[config.mk]
export PLATFORM = sky130hd
export DESIGN_NAME = kci_ctrl
export DESIGN_NICKNAME = d
export VERILOG_FILES = /design/src/rtl/keyframe_curve_interpolator_assert.svh /design/src/rtl/kci_pkg.sv /design/src/rtl/kci_ctrl.sv
export SDC_FILE = /design/constraint.sdc
export NUM_CORES = 1
export LEC_CHECK = 0
export BUFFER_PORTS_ARGS = -buffer_cell sky130_fd_sc_hd__buf_2
export CAP_MARGIN = 10
export CORE_UTILIZATION = 30
export CTS_BUF_LIST = sky130_fd_sc_hd__clkbuf_4 sky130_fd_sc_hd__clkbuf_8
export CTS_CLUSTER_SIZE = 24
export DETAILED_ROUTE_END_ITERATION = 8
export GPL_TIMING_DRIVEN = 0
export MAX_ROUTING_LAYER = met4
export PLACE_DENSITY_LB_ADDON = 0.1
export SLEW_MARGIN = 20
export SYNTH_ARGS = -nofsm -noshare
export SYNTH_HDL_FRONTEND = slang
export SYNTH_SLANG_ARGS = --single-unit
[constraint.sdc]
create_clock -name clk -period 1.8 [get_ports clk]
set_clock_uncertainty 0.05 [all_clocks]
set_input_delay 0.18 -clock clk [delete_from_list [all_inputs] [get_ports clk]]
set_output_delay 0.18 -clock clk [all_outputs]
set_load 0.005 [all_outputs]
[src/rtl/keyframe_curve_interpolator_assert.svh]
// Assertion macros for the keyframe curve interpolator.
// No dependencies; included by the top level.
`ifndef KEYFRAME_CURVE_INTERPOLATOR_ASSERT_SVH
`define KEYFRAME_CURVE_INTERPOLATOR_ASSERT_SVH

// cond must never hold outside reset
`define KCI_ASSERT_NEVER(lbl, clk, rst, cond) \
  lbl: assert property (@(posedge clk) disable iff (rst) !(cond)) \
    else $error("kci: never-condition hit");

// ante at one edge implies cons at the next edge
`define KCI_ASSERT_NEXT(lbl, clk, rst, ante, cons) \
  lbl: assert property (@(posedge clk) disable iff (rst) (ante) |=> (cons)) \
    else $error("kci: next-cycle check failed");

`endif

[src/rtl/kci_pkg.sv]
// Shared constants, codes and controller/datapath types for the keyframe
// curve interpolator. No dependencies.
package kci_pkg;

  localparam int MAX_KEYS   = 16;
  localparam int KEY_IDX_W  = $clog2(MAX_KEYS);
  localparam int FRAC_BITS  = 16;
  localparam int DATA_W     = 32;
  localparam int ACC_W      = 40;
  localparam int U_W        = FRAC_BITS + 1;
  localparam int PROD_W     = ACC_W + U_W + 1;
  localparam int CNT_W      = 6;
  localparam int COUNT_W    = 5;

  localparam logic [CNT_W-1:0] MOD_STEPS  = CNT_W'(DATA_W);
  localparam logic [CNT_W-1:0] NDIV_STEPS = CNT_W'(U_W);

  localparam logic [1:0] MODE_STEP   = 2'd0;
  localparam logic [1:0] MODE_LINEAR = 2'd1;
  localparam logic [1:0] MODE_CUBIC  = 2'd2;

  localparam logic CMD_LOAD = 1'b0;
  localparam logic CMD_EVAL = 1'b1;

  localparam logic [1:0] CFG_IDX_MODE  = 2'd0;
  localparam logic [1:0] CFG_IDX_COUNT = 2'd1;

  localparam logic [1:0]         MODE_RESET  = MODE_LINEAR;
  localparam logic [COUNT_W-1:0] COUNT_RESET = COUNT_W'(1);

  typedef enum logic [3:0] {
    DP_NOP,
    DP_LOAD,
    DP_CAPTURE,
    DP_LAST,
    DP_MOD,
    DP_SCAN0,
    DP_SCAN,
    DP_NDIV,
    DP_SETUP,
    DP_MUL,
    DP_ADD,
    DP_PUBLISH
  } dp_cmd_t;

  typedef struct packed {
    logic last_zero;
    logic cnt_done;
    logic scan_direct;
    logic scan_interp;
    logic last_round;
  } dp_status_t;

endpackage

[src/rtl/kci_ctrl.sv]
// Sequencing state machine for the keyframe curve interpolator.
// Depends on kci_pkg; drives the datapath command, reads its status.
module kci_ctrl import kci_pkg::*; (
  input  logic       clk,
  input  logic       rst,
  input  logic       item_valid,
  input  logic       cmd,
  input  logic       result_stall,
  input  dp_status_t status,
  output dp_cmd_t    dp_cmd,
  output logic       item_stall,
  output logic       result_valid
);

  typedef enum logic [9:0] {
    S_IDLE  = 10'b0000000001,
    S_LAST  = 10'b0000000010,
    S_MOD   = 10'b0000000100,
    S_SCAN0 = 10'b0000001000,
    S_SCAN  = 10'b0000010000,
    S_NDIV  = 10'b0000100000,
    S_SETUP = 10'b0001000000,
    S_MUL   = 10'b0010000000,
    S_ADD   = 10'b0100000000,
    S_OUT   = 10'b1000000000
  } state_t;

  state_t state, state_next;
  logic   out_full;
  logic   publish;

  assign item_stall   = (state != S_IDLE);
  assign result_valid = out_full;
  // hand the result over when the output register is empty or draining
  assign publish      = (state == S_OUT) && (!out_full || !result_stall);

  always_comb begin
    state_next = state;
    dp_cmd     = DP_NOP;
    unique case (state)
      S_IDLE: begin
        if (item_valid) begin
          if (cmd == CMD_EVAL) begin
            dp_cmd     = DP_CAPTURE;
            state_next = S_LAST;
          end else begin
            dp_cmd = DP_LOAD;
          end
        end
      end
      S_LAST: begin
        dp_cmd     = DP_LAST;
        state_next = status.last_zero ? S_SCAN0 : S_MOD;
      end
      S_MOD: begin
        dp_cmd = DP_MOD;
        if (status.cnt_done) state_next = S_SCAN0;
      end
      S_SCAN0: begin
        dp_cmd     = DP_SCAN0;
        state_next = S_SCAN;
      end
      S_SCAN: begin
        dp_cmd = DP_SCAN;
        if (status.scan_direct) state_next = S_OUT;
        else if (status.scan_interp) state_next = S_NDIV;
      end
      S_NDIV: begin
        dp_cmd = DP_NDIV;
        if (status.cnt_done) state_next = S_SETUP;
      end
      S_SETUP: begin
        dp_cmd     = DP_SETUP;
        state_next = S_MUL;
      end
      S_MUL: begin
        dp_cmd     = DP_MUL;
        state_next = S_ADD;
      end
      S_ADD: begin
        dp_cmd     = DP_ADD;
        state_next = status.last_round ? S_OUT : S_MUL;
      end
      S_OUT: begin
        if (publish) begin
          dp_cmd     = DP_PUBLISH;
          state_next = S_IDLE;
        end
      end
      default: state_next = S_IDLE;
    endcase
  end

  always_ff @(posedge clk) begin
    if (rst) begin
      state    <= S_IDLE;
      out_full <= 1'b0;
    end else begin
      state <= state_next;
      if (publish)           out_full <= 1'b1;
      else if (!result_stall) out_full <= 1'b0;
    end
  end

endmodule

==> out/summary.txt, run 1 <==
Layout cells sized above 1 - 47.11%
Worst Tran Pin Value - 415.8 ps
GP Congestion - 0.8268
Root Buffer - clkbuf_4
CTS H-Tree Depth - 1
1st-iter DRT viols - 21
FF-to-FF End - state[5]
Pre-Repair DR Iteration Count - 4
Worst reg2reg setup slack - -30 ps
Synth Warn # - 0
Clk pin slew, worst setup/hold paths - 80 ps
Synth unique cells - 37
Via-to-Cell Ratio - 5.338
Hold Path Depth - 2
#FFs+latches synth - 11
Pre-CTS WS - -275.6 ps
Minimum clock period - 1959 ps
WHS Endpoint - state[4]
Unrepaired setup endpoints after global routing - yes
Rel. slew slack - 72.21%
Nets@finish - 132
Routed vias - 806
# diodes - 0
Initial Utilization - 31.72%
Critical Path Start Type - flop
Tcrit/Tclk final - 108.8%
CP endpoint kind - primary output
Fillers - 265
Reg2Reg Depth - 5
Placed Cells - 139
Worst hold path class - input port to flop
Mapped Avg Cell Area - 8.359 µm²
Asr flop ratio synth - 0%
Number of synthesized flops with an enable pin - 0
Residual DRC count - 0
Boundary pin count - 16
Total gr overflow - 0
Worst Path Arrival - 1730 ps
Width of the die - 53.18 µm
Vias in the first global route - 799
CTS sink count - 11
Achievable Freq - 510.5 MHz
Peak supply drop - 0.3118 mV
Crit path kind - flop to primary output
Wire length per cell - 15.21 µm
HPWL Detailed - 1.607 mm
Worst hold slack - 116.9 ps
Final WL - 2.297 mm
Pin count of the biggest net entering global routing - 11
CP max FO - 5
CP required - 1570 ps
CTS Buffer Depth - 2
Core area - 0.002477 mm²
Hold Path Origin - rst
Maxcap violations - 0
Num CTS Buffers - 3
Routed Antenna Nets - 0
Leakage power - 0.4854 nW
Met3 GRT Util - 3.736%
Layout Cells excl Fill - 151
Met2 Usage GRT - 31.86%
Final hold vios - 0
# setup viols final - 11
Synthesized instance count - 94
FF-to-FF Start - state[4]
PD cells - 705.0 mW/mm²
Sequential area share after synthesis - 28.03%
CTS Hold Bufs - 0
Cell area after synthesis - 785.8 µm²
Failing checks - setup timing
Clk_lat worst skew - 270 ps
CTS tree - yes
First-pass GRT wire length - 3.891 mm
Post-Syn Nets - 104
Chip height - 53.18 µm
Most used routing layer - met2
Slew Viols, Final - 0
Area Growth Syn to Fin - 34.71%
Final setup margin - -158.8 ps
Met1 global-route usage - 26.47%
FP Rows - 18
IO Port Bufs - 15
Ys flop type - dfxtp_1
Full die area - 0.002828 mm²
Initial antenna violation count - 0
Outcome - complete, but fails checks
Global-route usage over all layers - 20.21%
[per-stage QoR]
step                      area, µm²  setup TNS (ps)  power (mW)  util [%]
after detailed placement      898.4           -1399      0.4947     36.26
after global routing           1059           -1496      0.8002     42.73
final                          1059          -483.5      0.7463     42.73
after CTS                      1028          -520.5      0.7313     41.52
after floorplan               785.8               0      0.4264         -
after global placement        898.4           -1854      0.4957     36.26
[placed cells by master (no fill, tap or decap), drive strengths merged]
master   n
a21oi    6
a221oi   1
a31oi    3
a32o     1
and2     1
and3     1
and4     2
buf     26
clkbuf   5
dfxtp   11
inv      4
mux2i    1
nand2    5
nand2b   4
nand3    3
nand4    3
nand4b   1
nor2    14
nor2b    1
nor3     6
nor3b    2
nor4     4
nor4b    3
o211a    1
o211ai   2
o21ai    1
o21ba    1
or2      1
or3      1
or4      2
xnor2    1
xor2     3
[what timing repair did]
action,in CTS,in global routing
pin swaps,9,1
gates resized for setup,20,6
hold endpoints to repair,0,0
endpoints found under the setup margin,14,12
buffers inserted,9,3
[metal layers]
layer,vias to the layer above,share of wire (%),wire [µm]
met5,-,0,0
met4,0,1.5,34
met3,5,4.5,104
met2,22,45,1026
met1,374,49,1132
li1,405,-,-
[Yosys cell counts (2+ instances only)]
cell type	instances	area, µm²
nor4_4	2	42.54
inv_1	4	15.01
o211ai_1	2	15.01
dfxtp_1	11	220.2
nand2_1	5	18.77
buf_2	2	10.01
or4_4	2	22.52
a31oi_1	3	18.77
nand2b_1	3	18.77
nand3_1	3	15.01
nor3_1	5	25.02
nand4_1	3	18.77
nor3b_1	2	15.01
nor4b_2	2	30.03
and4_1	2	17.52
nor2_1	14	52.55
nor4_2	2	25.02
a21oi_1	6	30.03
xor2_1	3	26.28
[registers in the layout (all words and copies together) (netlist names)]
signal and cells:
result_valid 1, state 10
[critical path, cell delays in order (launching register included)]
cell and delay, ps:
dfxtp_4 360, nor4_4 400, nand2_2 180, nor3_4 170
nand2_1 70, o211ai_1 150, buf_2 130
[logic make-up after synthesis]
kind of cell / synth area share [%]
AO/OA/AOI/OAI: 13.69
XOR/XNOR: 4.459
buffers and inverters: 5.573
flip-flops: 28.03
multiplexers: 1.274
AND/OR/NAND/NOR: 46.98
[where the power goes]
| group | switching (mW) | leakage [nW] | internal, mW |
|---|---|---|---|
| Clock | 0.0902 | 0.0184 | 0.101 |
| Sequential | 0.0215 | 0.0948 | 0.255 |
| Combinational | 0.146 | 0.372 | 0.133 |
| Total | 0.258 | 0.485 | 0.488 |
[worst max-delay path by stage]
stage	startpoint	end	depth (start not counted)
after floorplan	state[7]	dp_cmd[0]	6
after global placement	state[7]	dp_cmd[0]	7
after detailed placement	state[7]	dp_cmd[0]	7
after CTS	state[3]	dp_cmd[0]	6
after global routing	state[3]	dp_cmd[0]	6
final	state[3]	dp_cmd[0]	6
[area by class of cell]
| class | count | area (µm²) | area share [%] |
|---|---|---|---|
| multi-input cells | 75 | 568.0 | 53.66 |
| well taps | 30 | 37.54 | 3.546 |
| clock buffers | 4 | 30.03 | 2.837 |
| flip-flops and latches | 11 | 245.2 | 23.17 |
| repair buffers | 27 | 162.7 | 15.37 |
| inverters | 4 | 15.01 | 1.418 |
(Power assumes the default switching activity.)
==> inputs of run 2 (changes only) <==
GPL_ROUTABILITY_DRIVEN = 0   (was unset)
PLACE_DENSITY_LB_ADDON = unset   (was 0.1)
SKIP_LAST_GASP = 1   (was unset)
==> run 2 against run 1 <==
  * The flow still finishes with violations (setup timing)
  * Critical path depth stayed put
  * Worst setup slack worse by 21 ps
  * Utilization is 4.6 points higher
  * Maximum frequency is 1.0% lower
  * Clock power is 8% lower
  * Via count is 6.0% higher
  * Combinational power is 25% higher
  * Count of clock-buffer cells in the layout is 1 lower
  * First-iteration DRC count is 33% higher
  * Sequential share of layout area is 2.0 points lower
  * Design area is 11% higher
  * Critical endpoint unchanged
==> out/summary.txt, run 2 (synthesis results as in run 1) <==
FP Rows - 18
CTS Buffer Depth - 2
Post-route cell area - 0.001174 mm²
Chip height - 53.18 µm
Commonest non-fill, non-tap cell in the layout - buf_4
Width of the die - 53.18 µm
# setup viols final - 7
P_sw - 0.2854 mW
Worst hold path class - input port to flop
Tcrit/Tclk final - 110.0%
Layout cells sized above 1 - 53.44%
Failing checks - setup timing
Most flops, register - state
CTS H-Tree Depth - 1
Area Growth Syn to Fin - 49.36%
Global-route usage over all layers - 18.02%
Final WL - 2.381 mm
IO Port Bufs - 15
Unrepaired setup endpoints after global routing - yes
Switching share of power - 35.83%
Sequential power share - 34.2%
Worst Path Arrival - 1750 ps
Maxcap violations - 0
Cell Chain, Critical Path - nor4_4 -> nand4_1 -> a21oi_2 -> a31oi_1 -> o211ai_1 -> buf_2
Minimum clock period - 1980 ps
Final Power - 0.7967 mW
Pin count of the biggest net entering global routing - 11
1st-iter DRT viols - 28
Routed Antenna Nets - 0
Nets@finish - 142
CP required - 1570 ps
Clk_lat worst skew - 270 ps
Leakage power - 0.5551 nW
PD cells - 678.8 mW/mm²
Slew Viols, Final - 0
Largest register FFs - 10
Worst Tran Pin Value - 393.9 ps
P_int - 0.5113 mW
Critical Path Start Type - flop
Layout Cells excl Fill - 161
First-pass GRT wire length - 3.505 mm
Crit-path slowest cell - nor4_4
Commonest non-fill, non-tap cells in the layout - buf_4, buf_2, nor2_1
Boundary pin count - 16
Pre-Repair DR Iteration Count - 4
Initial antenna violation count - 0
HPWL Detailed - 1.502 mm
Final hold vios - 0
Peak supply drop - 0.4071 mV
Root Buffer - clkbuf_4
Fraction of power consumed by combinational cells - 43.9%
CP endpoint kind - primary output
Max incr delay on CP - 400 ps
Clk network pwr share - 21.9%
CP max FO - 4
Total gr overflow - 0
Residual DRC count - 0
Achievable Freq - 505.2 MHz
Post-Route Utilization - 47.37%
Wire length per cell - 14.79 µm
Crit path kind - flop to primary output
Initial Utilization - 31.72%
Vias in the first global route - 766
Area after DPL - 898.4 µm²
CTS sink count - 11
# diodes - 0
Clk pin slew, worst setup/hold paths - 90 ps
Placed Cells - 139
CTS tree - yes
Final setup margin - -179.5 ps
Core area - 0.002477 mm²
Full die area - 0.002828 mm²
CTS Hold Bufs - 0
Via-to-Cell Ratio - 5.304
Num CTS Buffers - 3
Rel. slew slack - 73.54%
Routed vias - 854
Outcome - complete, but fails checks
[run 2: changes by cell type in the layout (fill, tap and decap cells not counted), moves of 2 or more]
cell     change
buf_4        +9
dfxtp_2      -3
dfxtp_4      +2
buf_6        +3
[run 2: layer usage]
layer	routed length (µm)	up-vias	GRT usage, %
met2	1262	24	31.86
met1	987	404	21.47
met4	21	0	2.632
li1	-	424	-
met3	109	2	3.448
met5	0	-	-
[run 2: path summary, 6_finish.rpt]
path | from | end | slack [ps] | cells after the start
worst max-delay path | state[2] | dp_cmd[0] | -180 | 6
worst min-delay path | status[4] | state[3] | 110 | 3
worst max register to register | state[7] | state[5] | -40 | 5
worst min register to register | result_valid | result_valid | 450 | 2
[run 2: layout make-up]
cell class | count | area, µm²
Fill cell | 251 | 1304
Multi-Input combinational cell | 75 | 590.6
Timing Repair Buffer | 37 | 254.0
Sequential cell | 11 | 249.0
Tap cell | 30 | 37.54
Clock buffer | 3 | 22.52
Inverter | 4 | 15.01
Clock inverter | 1 | 5.005
[run 2: critical path, delay by kind of cell (launching register included)]
kind / cells / cell delay [ps]
and+or+nand+nor: 2 / 590
AOI/OAI and AO/OA: 3 / 390
DFF: 1 / 360
buffers and inverters: 1 / 140
[run 2: stage by stage]
stage	TNS [ps]	setup WS [ps]	hold slack [ps]
6_report	-591.5	-179.5	113.5
5_1_grt	-1277	-272.6	104.2
4_1_cts	-345.0	-125.5	105.1
3_5_place_dp	-808.3	-254.7	404.5
3_3_place_gp	-881.9	-268.0	389.0
2_1_floorplan	0	85.30	199.1
[run 2: timing repair]
action,CTS,global route
pin swaps,11,6
gates resized for setup,25,10
buffers inserted,18,5
hold endpoints to repair,0,0
setup endpoints to repair,12,12
[run 2: power by group through the flow]
stage	Sequential (mW)	Clock [mW]	Combinational, mW
final	0.272	0.175	0.350
after global routing	0.275	0.191	0.377
after CTS	0.271	0.180	0.298
after detailed placement	0.279	0	0.214
after global placement	0.278	0	0.212
after floorplan	0.275	0	0.152
==> inputs of run 3 (changes only) <==
CORE_UTILIZATION = 26   (was 30)
==> run 3 against run 2 <==
  * Global-route usage shrank 0.93 points
  * Worst hold slack lost 31 ps
  * Combinational power shrank 8.6%
  * Flip-flop and latch count is the same
  * Die area grew 15%
  * Sequential power is essentially flat
  * First-iteration DRC count shrank 3.6%
  * Worst setup slack lost 63 ps
  * Design area shrank 5.0%
  * Count of clock-buffer cells in the layout grew 1
  * The flow still finishes with violations (setup timing)
  * Clock power grew 11%
  * Via count grew 2.8%
  * Critical path type unchanged
==> out/summary.txt, run 3 (synthesis results as in run 1) <==
Outcome - complete, but fails checks
Failing checks - setup timing
Routed vias - 878
Worst reg2reg setup slack - -70 ps
Crit path kind - flop to primary output
Clk_lat worst skew - 280 ps
Final hold vios - 0
Area occupied by multi-input gates - 578.1 µm²
Core area - 0.002805 mm²
Boundary pin count - 16
Minimum clock period - 2043 ps
# diodes - 0
Largest register FFs - 10
Initial Utilization - 28.01%
IO Port Bufs - 15
# setup viols final - 8
CTS tree - yes
Layout cells sized above 1 - 49.21%
Tcrit/Tclk final - 113.5%
CTS sink count - 11
Wire length per cell - 15.59 µm
Critical path launch point - state[3]
Final WL - 2.448 mm
Total gr overflow - 0
CP required - 1570 ps
Vias in the first global route - 827
FP Rows - 19
Root Buffer - clkbuf_4
Residual DRC count - 0
Achievable Freq - 489.6 MHz
Rel. slew slack - 73.88%
FF-to-FF End - state[5]
FF-to-FF Start - state[4]
Met3 WL post-DR - 127 µm
Commonest non-fill, non-tap cells in the layout - buf_4, buf_2, nor2_1
Nets@finish - 137
CP endpoint kind - primary output
CTS Buffer Depth - 2
Peak supply drop - 0.3408 mV
Seq. cell area - 250.2 µm²
Unrepaired setup endpoints after global routing - yes
Worst Path Arrival - 1810 ps
HPWL Detailed - 1.534 mm
Global-route usage over all layers - 17.09%
Pin count of the biggest net entering global routing - 11
Slew Viols, Final - 0
Worst Tran Pin Value - 388.9 ps
Maxcap violations - 0
Full die area - 0.003246 mm²
Pre-Repair DR Iteration Count - 6
PD cells - 707.0 mW/mm²
Most flops, register - state
Chip height - 56.98 µm
CTS H-Tree Depth - 1
Crit path capture - dp_cmd[0]
CTS Hold Bufs - 0
Commonest non-fill, non-tap cell in the layout - buf_4
Leakage power - 0.5221 nW
Area Growth Syn to Fin - 41.88%
Final setup margin - -242.6 ps
Metal-1 WL - 1.000 mm
Top Metal Used - met4
Worst hold path class - input port to flop
Met2 WL - 1.223 mm
Width of the die - 56.98 µm
Initial antenna violation count - 0
CP max FO - 4
Clk pin slew, worst setup/hold paths - 80 ps
Reg2Reg Depth - 5
Num CTS Buffers - 3
Routed Antenna Nets - 0
Post-Route Utilization - 39.74%
Critical Path Start Type - flop
First-pass GRT wire length - 4.050 mm
1st-iter DRT viols - 27
Pre-CTS WS - -275.4 ps
Via-to-Cell Ratio - 5.592
Fillers - 286
==> run 3: changes by cell type in the layout (fill, tap and decap cells not counted), moves of 2 or more <==
cell | previous run | this run
nor2_2 | 2 | 0
buf_6 | 3 | 0
buf_4 | 20 | 17
nor2_1 | 11 | 13
==> run 3: worst min path at each step <==
| stage | startpoint | end | slack (ps) | depth (start not counted) |
|---|---|---|---|---|
| 6_report | status[4] | state[3] | 80 | 3 |
| 5_1_grt | status[4] | state[3] | 100 | 3 |
| 2_1_floorplan | rst | result_valid | 200 | 1 |
| 3_5_place_dp | status[4] | state[3] | 400 | 3 |
| 3_3_place_gp | rst | result_valid | 410 | 2 |
| 4_1_cts | status[4] | state[3] | 80 | 3 |
==> run 3: area by class of cell <==
type,instances,share of cell area [%]
clock buffer,4,2.694
inverter,4,1.347
multi-input combinational,75,51.85
sequential,11,22.45
tap,31,3.479
timing repair buffer,32,18.18
==> run 3: critical path: stages, from the launching register on <==
cell	delay [ps]
dfxtp_4	360
nor4_4	390
buf_4	180
nand4_1	120
a21oi_2	170
a31oi_1	70
o211ai_1	100
buf_2	140
==> run 3: stage by stage <==
step | cells | power, mW | cell area (µm²) | TNS (ps) | hold WS (ps)
after global routing | 157 | 0.8376 | 1115 | -1889 | 104.3
final | 157 | 0.7882 | 1115 | -938.5 | 82.19
after detailed placement | 140 | 0.4945 | 899.6 | -877.0 | 396.8
after global placement | 140 | 0.4903 | 899.6 | -739.8 | 405.7
after floorplan | 94 | 0.4264 | 785.8 | 0 | 199.1
after CTS | 161 | 0.7794 | 1131 | -710.8 | 80.41
==> run 3: routing by layer <==
layer / up-vias / global-route usage, %
li1: 411 / -
met1: 412 / 19.47
met2: 41 / 29.08
met3: 14 / 2.268
met4: 0 / 9.059
met5: - / -
==> run 3: timing repair <==
action	4_1_cts	5_1_grt
pin swaps	8	6
setup endpoints to repair	13	12
setup buffers	20	0
resized for setup	21	8
==> run 3: where the power goes <==
part	switching (mW)	total (mW)	leakage, nW	internal, mW
registers	0.0221	0.274	0.0954	0.252
logic	0.163	0.320	0.408	0.157
clock network	0.0928	0.194	0.0184	0.101
